--- config.mk ---
export PLATFORM = sky130hd
export DESIGN_NAME = lwr_ram
export DESIGN_NICKNAME = d
export VERILOG_FILES = /design/src/design/longest_window_within_range_top_macros.svh /design/src/design/lwr_ram.sv
export SDC_FILE = /design/constraint.sdc
export NUM_CORES = 1
export LEC_CHECK = 0
export ABC_AREA = 0
export BUFFER_PORTS_ARGS = -buffer_cell sky130_fd_sc_hd__buf_2
export CAP_MARGIN = 20
export CORE_UTILIZATION = 35
export DETAILED_ROUTE_END_ITERATION = 12
export SYNTH_ARGS = -nofsm -noshare
export SYNTH_HDL_FRONTEND = slang
export SYNTH_SLANG_ARGS = --single-unit
export TNS_END_PERCENT = 5
--- constraint.sdc ---
create_clock -name i_clk -period 2.4 [get_ports i_clk]
set_input_delay 0.12 -clock i_clk [delete_from_list [all_inputs] [get_ports i_clk]]
set_output_delay 0.12 -clock i_clk [all_outputs]
set_load 0.02 [all_outputs]
--- src/design/longest_window_within_range_top_macros.svh ---
// Assertion macros for the longest-window-within-range block.
// Used by the top level only; expects i_clk and i_rst_n in scope.
`ifndef LONGEST_WINDOW_WITHIN_RANGE_TOP_MACROS_SVH
`define LONGEST_WINDOW_WITHIN_RANGE_TOP_MACROS_SVH

// Same-cycle implication, checked outside reset.
`define LWR_ASSERT_NOW(label, ante, cons, msg) \
    label: assert property (@(posedge i_clk) disable iff (!i_rst_n) (ante) |-> (cons)) \
        else $error(msg);

// Next-cycle implication, checked outside reset.
`define LWR_ASSERT_NEXT(label, ante, cons, msg) \
    label: assert property (@(posedge i_clk) disable iff (!i_rst_n) (ante) |=> (cons)) \
        else $error(msg);

`endif

--- src/design/lwr_ram.sv ---
// Generic simple dual-port RAM: one write port, one registered read port.
// Standalone; no package needed.
module lwr_ram #(
    parameter int WIDTH = 8,
    parameter int DEPTH = 16
) (
    input  logic                     i_clk,
    input  logic                     i_we,
    input  logic [$clog2(DEPTH)-1:0] i_waddr,
    input  logic [WIDTH-1:0]         i_wdata,
    input  logic [$clog2(DEPTH)-1:0] i_raddr,
    output logic [WIDTH-1:0]         o_rdata
);

    logic [WIDTH-1:0] r_mem [DEPTH];
    logic [WIDTH-1:0] r_rdata;

    always_ff @(posedge i_clk) begin
        if (i_we) begin
            r_mem[i_waddr] <= i_wdata;
        end
        r_rdata <= r_mem[i_raddr];
    end

    assign o_rdata = r_rdata;

endmodule

==> summary.md <==
| Metric | Value |
|---|---|
| Largest cells by area after synthesis | `edfxtp_1 75%, mux4_2 7.9%, mux4_1 7.1%, dfxtp_1 3.1%, a22oi_1 2.3%` |
| Max Cap Viol | `0` |
| Area leader, netlist | `edfxtp_1` |
| Fmax | `698 MHz` |
| Final setup viols | `0` |
| Met3 usage | `0.0397` |
| Clock Sinks | `136` |
| Grt met2 use | `0.226` |
| Share of cells above drive strength 1 | `0.294` |
| Placer congestion estimate | `0.725` |
| Largest net degree at the start of global routing | `33` |
| Crit start category | `register` |
| Clock latency on the worst-skew pair | `0.41 ns` |
| CTS root buffer | `clkbuf_16` |
| TNS Setup | `0 ns` |
| Syn Nets | `247` |
| Logic gate share of total power | `0.049` |
| Status | `complete, no violations` |
| Level count of the clock H-tree | `4` |
| Final nets | `299` |
| GRT Max-Usage Layer | `met2` |
| Seq cells post-synth | `136` |
| Post-synth top area share | `0.747` |
| DIE AREA | `15200 sq um` |
| WHS Path Cells | `1` |
| Antenna viol nets, final | `0` |
| Fin. max-slew vios | `0` |
| Buffers & Inverters on Critical Path | `0` |
| Dpl hpwl | `6.16 mm` |
| DRT iter0 DRCs | `103` |
| GRT Total Usage | `0.147` |
| Clk network pwr share | `0.451` |
| Num ports | `26` |
| CTS tree | `yes` |
| Post-CTS setup repair buffer count | `0` |
| Height of the die | `123 um` |
| Routed vias | `2424` |
| Switching power | `1.03 mW` |
| Critical path depth | `3` |
| IO buf count | `25` |
| Peak VDD IR | `0.424 mV` |
| Min-Delay Path Class | `input pin to register` |
| Worst-path clk slew | `0.05 ns` |
| Met1 Use GR | `0.191` |
| CTS resizes | `0` |
| Initial core utilization | `0.365` |
| Worst path required time | `2.68 ns` |
| Seq pwr share | `0.500` |
| Worst setup margin | `0.967 ns` |
| R2R depth | `3` |
| Pint | `4.31 mW` |
| Smallest hold slack | `0.0928 ns` |
| Crit-path max cell delay | `0.48 ns` |
| Die width | `123 um` |
| Final min period | `1.43 ns` |
| Synth warn | `0` |
| First-pass GRT wire length | `15.1 mm` |
| Power per cell area | `874 nW/um^2` |
| Register area | `4000 sq um` |
| Row count | `43` |
| Wirelength, routed | `9.93 mm` |
| Clock Skews | `0.00514 ns` |
| Worst path slowest cell | `mux4_2` |
| Tightest Pin Transition | `0.803 ns` |
| Diodes inserted | `0` |
| Critical path class | `register to register` |
| Number of global-route vias before repair | `2568` |
| Via density | `5.12` |
| Type of element capturing the critical path | `register` |
| Mean post-synth cell area | `22.5 sq um` |
| Cell count after synthesis | `229` |
| DR pass1 iterations | `5` |
| Drt drc | `0` |
| Multi-input logic area | `1060 sq um` |
| Tot Pwr | `5.34 mW` |
| Final Hold Viols | `0` |
| Pleak | `2.07 nW` |
| Delay-heaviest family, CP | `multiplexers` |
| Slew headroom | `0.464` |
| Crit-path max FO | `1` |
| Place WS | `0.693 ns` |
| Initial antenna violation count | `0` |
| Post-Syn Area | `5150 sq um` |
| RSZ-0062 raised after global routing | `no` |
| CP arrival | `1.71 ns` |
| CTS Hold Buffers Added | `0` |
| Sequential area share after synthesis | `0.778` |
| Unique cell type count in the Yosys netlist | `19` |
| Syn-to-layout area delta | `18.8%` |
| CTS Buffer Depth | `2` |
| Core ar. | `14100 sq um` |
| CP Cell Sequence | `mux4_2 > a22oi_1 > nand2_1` |
| Grt total ovfl | `0` |
| CTS Buf Count | `17` |
| Final Cycle Share | `0.597` |
| FILL cells | `1228` |
| Routed wire per std cell | `21.0 um` |
| Net Sw Frac | `0.192` |
==> layout by cell type, fill, tap and decap left out, types with 2 or more instances in the layout <==
cell type	n
nand3b_1	2
clkbuf_8	5
edfxtp_1	128
a22oi_1	16
nor3_1	4
nor2_1	13
clkbuf_16	17
nand2b_1	2
buf_2	25
buf_4	17
nand2_1	9
clkbuf_1	6
mux4_2	18
dfxtp_1	8
mux4_1	14
==> kinds of logic after synthesis <==
group,Yosys count,share of synthesized area
AOI/OAI and AO/OA,16,0.0233
buffers and inverters,10,0.0168
DFF,136,0.778
muxes,32,0.150
and+or+nand+nor,35,0.0318
==> Yosys cell counts (all sizes together) <==
cell type      instances
nand2b                 2
clkdlybuf4s25          3
dfxtp                  8
or3b                   1
nor2b                  1
nor2                  13
buf                    7
nand3b                 2
and2                   1
nor3                   4
nand2                  9
mux4                  32
and2b                  1
a22oi                 16
nand3                  1
edfxtp               128
==> worst paths after layout <==
check	from	slack, ns	to
hold / removal	i_wdata[4]	0.09	r_mem[6][4]
setup reg to reg	r_mem[10][0]	0.97	o_rdata[0]
setup / recovery	r_mem[10][0]	0.97	o_rdata[0]
hold reg to reg	r_mem[12][4]	0.67	o_rdata[4]
==> routing by layer <==
layer	vias up	wire length, um
li1	1076	-
met1	1272	4540
met2	56	4760
met3	20	369
met4	0	263
met5	-	0
==> worst register-to-register path, stage by stage, from the launching register on <==
cell and delay (ns):
edfxtp_1 0.37, mux4_2 0.48, a22oi_1 0.37, nand2_1 0.09
==> through the flow <==
| step | area (sq um) | util | cells |
|---|---|---|---|
| after floorplan | 5150 | - | 229 |
| after global placement | 5560 | 0.394 | 442 |
| after detailed placement | 5560 | 0.394 | 442 |
| after CTS | 6110 | 0.434 | 473 |
| after global routing | 6110 | 0.434 | 473 |
| final | 6110 | 0.434 | 473 |
==> final cells by class <==
cell class | instances | share of cell area
Clock inverter | 3 | 0.00634
Multi-Input combinational cell | 83 | 0.173
Sequential cell | 136 | 0.655
Timing Repair Buffer | 43 | 0.0446
Tap cell | 180 | 0.0368
Clock buffer | 28 | 0.0845
==> flip-flops by register name, indices dropped and copies added, names as in the netlist <==
| register | count |
|---|---|
| r_mem | 128 |
| o_rdata | 8 |
==> power by group through the flow <==
stage | sequential, mW | combinational (mW) | clock, mW
6_report | 2.67 | 0.261 | 2.41
5_1_grt | 2.68 | 0.283 | 2.56
4_1_cts | 2.67 | 0.267 | 2.45
3_5_place_dp | 2.72 | 0.266 | 0
3_3_place_gp | 2.72 | 0.260 | 0
2_1_floorplan | 2.74 | 0.135 | 0
No activity file was read; power rests on OpenSTA's default activity.
